--- src/rtl/prd_pkg.sv ---
`default_nettype none
// ----------------------------------------------------------------------------
// prd_pkg: shared types and codes of the parity routed deque
// Payload structs of both channels, status and request codes, and the
// command and status groups that join the controller and the datapath.
// ----------------------------------------------------------------------------
package prd_pkg;

   localparam logic REQ_PUSH   = 1'b0;
   localparam logic REQ_REMOVE = 1'b1;

   localparam logic [1:0] ST_DONE  = 2'd0;
   localparam logic [1:0] ST_EMPTY = 2'd1;
   localparam logic [1:0] ST_FULL  = 2'd2;

   localparam int XFER_WIDTH  = 32;
   localparam int COUNT_WIDTH = 9;

   typedef struct packed {
      logic                         req_type;
      logic signed [XFER_WIDTH-1:0] data_in;
   } req_payload_type;

   typedef struct packed {
      logic [1:0]                   status;
      logic signed [XFER_WIDTH-1:0] data_out;
      logic [COUNT_WIDTH-1:0]       count;
      logic                         is_empty;
   } rsp_payload_type;

   typedef struct packed {
      logic take;
      logic load_read;
   } dp_cmd_type;

   typedef struct packed {
      logic needs_read;
   } dp_sts_type;

endpackage
`default_nettype wire

--- src/rtl/prd_ctrl.sv ---
`default_nettype none
// ----------------------------------------------------------------------------
// prd_ctrl: deque controller
// Runs the request/response handshakes and sequences the S_READ state that a
// successful remove needs for the registered RAM read.
// ----------------------------------------------------------------------------
module prd_ctrl (
   input  wire logic                clock,
   input  wire logic                reset,
   input  wire logic                req_valid,
   output logic                     req_ready,
   output logic                     rsp_valid,
   input  wire logic                rsp_ready,
   input  wire prd_pkg::dp_sts_type sts,
   output prd_pkg::dp_cmd_type      cmd
);
   import prd_pkg::*;

   localparam logic S_IDLE = 1'b0;
   localparam logic S_READ = 1'b1;

   logic state_ff, state_in;
   logic rsp_valid_ff, rsp_valid_in;
   logic take;

   // the response register is free, or drains in this same cycle
   assign req_ready = (state_ff == S_IDLE) && (!rsp_valid_ff || rsp_ready);
   assign take      = req_valid && req_ready;

   always_comb begin
      state_in      = state_ff;
      cmd.take      = take;
      cmd.load_read = 1'b0;
      case (state_ff)
         S_IDLE: begin
            if (take && sts.needs_read) begin
               state_in = S_READ;
            end
         end
         S_READ: begin
            cmd.load_read = 1'b1;
            state_in      = S_IDLE;
         end
         default: begin
            state_in = S_IDLE;
         end
      endcase
   end

   always_comb begin
      if ((take && !sts.needs_read) || cmd.load_read) begin
         rsp_valid_in = 1'b1;
      end else if (rsp_ready) begin
         rsp_valid_in = 1'b0;
      end else begin
         rsp_valid_in = rsp_valid_ff;
      end
   end

   always_ff @(posedge clock) begin
      if (reset) begin
         state_ff     <= S_IDLE;
         rsp_valid_ff <= 1'b0;
      end else begin
         state_ff     <= state_in;
         rsp_valid_ff <= rsp_valid_in;
      end
   end

   assign rsp_valid = rsp_valid_ff;

endmodule
`default_nettype wire

--- config.mk ---
export PLATFORM = sky130hd
export DESIGN_NAME = prd_ctrl
export DESIGN_NICKNAME = d
export VERILOG_FILES = /design/src/rtl/prd_pkg.sv /design/src/rtl/prd_ctrl.sv
export SDC_FILE = /design/constraint.sdc
export NUM_CORES = 1
export LEC_CHECK = 0
export ABC_AREA = 0
export BUFFER_PORTS_ARGS = -buffer_cell sky130_fd_sc_hd__buf_2
export CAP_MARGIN = 5
export CORE_AREA = 2 2 39 41
export CTS_CLUSTER_DIAMETER = 40
export DETAILED_ROUTE_END_ITERATION = 10
export DIE_AREA = 0 0 41 43
export PLACE_DENSITY = 0.3
export SETUP_SLACK_MARGIN = 0.5
export SYNTH_ARGS = -nofsm -noshare
export SYNTH_HDL_FRONTEND = slang
export SYNTH_SLANG_ARGS = --single-unit
--- constraint.sdc ---
create_clock -name clock -period 1.1 [get_ports clock]
set_clock_uncertainty 0.15 [all_clocks]
set_input_delay 0.055 -clock clock [delete_from_list [all_inputs] [get_ports clock]]
set_output_delay 0.055 -clock clock [all_outputs]
set_load 0.05 [all_outputs]
==> results.toml <==
[status]
status = "finished, violations left"
violations = "negative hold slack, negative setup slack"

[timing]
max_slew_margin = 0.835
fin_crit_sh = 1.05
slew_violations = 0
fin_hold_ws_ps = -151
finalHoldViolCount = 2
rsz0062_at_grt = "true"
setup_viol = 2
worst_slack_ps = -51.5
worst_pin_slew_ps = 249
fin_crit_ps = 1150
max_freq_mhz = 868

[global_routing]
grt_max_degree = 5
grt_pass1_vias = 116
track_usage = 0.0380
grtUsageMet1 = 0.0318
met2_usage = 0.0500
busiest_layer = "met4"
grtUsageMet3 = 0
gr-total-overflow = 0
antenna_found_initial = 0
grt_first_pass_wirelength_um = 379

[cts]
insertion_delay_ps = 220
clock-sinks = 2
cts.htree.levels = 1
cts_tree = "done"
root_buffer = "clkbuf_4"
clk_pin_slew_ps = 30
numCtsBuffers = 3
ctsLongestPathBuffers = 2

[setup_path]
r2r_end = "state_ff"
critical-path-slowest-cell = "dfxtp_4"
critical_path.max_fanout = 3
crit_path_start = "rsp_valid"
required_ps = 890
worst_setup_path_start_kind = "flop"
path_cells = "nand2b_4, and3_4, buf_8"
end_kind = "output port"
crit_end = "cmd[1]"
worst-setup-path-type = "reg2out"
reg2reg_depth = 3
rrSetupSlack_ps = 140
timing.rr.start = "rsp_valid"
cp_slowest_stage_delay_ps = 340
worstPathArrival_ps = 950

[flow_run]
cap_viol_max_count = 0

[drt]
route.detailed.drc = 0
vias = 117
detail_route.vias_per_cell = 3.00
wl_per_cell_um = 6.49
drt_wl_total_um = 253
drt_iter0_drc = 1
ant_nets = 0
first_pass_iters = 2

[layout]
diodes = 0
layout.nets = 29
drive_gt1_frac = 0.783
syn2layout_area_growth_pct = 108
utilization = 0.169

[synth]
synth-seq-cells = 2
netlist_area_um2 = 113
synth-seq-area-share = 0.356
ys_types = 10
syn_inst = 12
synth_nets = 17
syn_avg_cell_area_um2 = 9.38
yosys_warnings = 0

[power_and_ir_drop]
internal-power_mw = 0.255
p_comb_frac = 0.265
power.leakage_nw = 0.107
vdd_drop_max_v = 0.000223
seqPwrFrac = 0.230
p_sw_frac = 0.278
pwr-share-clk = 0.505
total_power_mw = 0.352
switching_power_mw = 0.0980
power_density_nw_per_um2 = 1510

[floorplan]
start_util = 0.0814
dieArea_um2 = 1760
core_area_um2 = 1380
die_w_um = 41
rows = 14
die_h_um = 43
ioPinCount = 9

[place]
gp_congestion = 0.531
port_buffers = 8
pre_cts_slack_ps = 79.1

[min_path]
hold_path_class = "in2reg"
## sequential cells by signal, summed over array words and instances, names as in the netlist
| register | count |
|---|---|
| rsp_valid | 1 |
| state_ff | 1 |
## worst min-delay path by stage
stage          depth (start not counted)  startpoint         to
2_1_floorplan                          1       reset  rsp_valid
3_3_place_gp                           2       reset  rsp_valid
3_5_place_dp                           2       reset  rsp_valid
4_1_cts                                2       reset  rsp_valid
5_1_grt                                2       reset  rsp_valid
6_report                               2       reset  rsp_valid
## cell type report
| type | instances | area [um2] |
|---|---|---|
| Multi-Input combinational cell | 7 | 61.3 |
| Inverter | 1 | 3.75 |
| Fill cell | 163 | 1150 |
| Sequential cell | 2 | 45.0 |
| Timing Repair Buffer | 9 | 77.6 |
| Clock buffer | 4 | 26.3 |
| Tap cell | 16 | 20.0 |
## power by group through the flow
stage / logic [mW] / clock network (mW) / registers [mW]
2_1_floorplan: 0.0568 / 0 / 0.0909
3_3_place_gp: 0.0734 / 0 / 0.0810
3_5_place_dp: 0.0736 / 0 / 0.0812
4_1_cts: 0.0950 / 0.189 / 0.0812
5_1_grt: 0.0987 / 0.190 / 0.0818
6_report: 0.0934 / 0.178 / 0.0810
## cell usage after synthesis
cell,number,area share
nand2b_1,1,0.056
buf_4,2,0.13
inv_1,1,0.033
and4_1,1,0.078
a31oi_1,1,0.056
and2_1,1,0.056
nor2b_1,1,0.056
dfxtp_1,2,0.36
nand2b_4,1,0.12
and3_1,1,0.056
## critical path, delay by kind of cell, from the launching register on
kind                   cells  cell delay (ps)
DFF                        1              340
and+or+nand+nor            2              250
buffers and inverters      1              140
## cell usage in the layout (no fill, tap or decap)
master,n
a31oi_1,1
buf_8,3
and2_4,1
nand2b_4,1
dfxtp_4,1
inv_2,1
and4_1,1
buf_4,1
dfxtp_2,1
and3_4,1
clkbuf_4,3
nand2b_1,1
nor2b_1,1
clkbuf_1,1
buf_2,5
## metrics by stage
stage	cells	TNS, ps	area [um2]
after floorplan	12	0	135
after global placement	34	0	169
after detailed placement	34	0	169
after CTS	39	-92.9	234
after global routing	39	-122	234
final	39	-58.6	234
## metal layers
layer	wire length, um	share of wire
met4	0	0
met1	76	0.30
met2	163	0.64
met5	0	0
met3	12	0.047
## timing repair
item	CTS	global route
pin swaps	2	1
endpoints found under the hold margin	2	2
buffers inserted	1	0
setup endpoints to repair	6	6
resized for setup	11	0
## cell families after synthesis
| kind of cell | Yosys count | share of synthesized area |
|---|---|---|
| compound gates | 1 | 0.0556 |
| buf+inv | 3 | 0.167 |
| flops | 2 | 0.356 |
| simple gates | 6 | 0.422 |
Note: power is estimated with default switching activity, not from simulation.
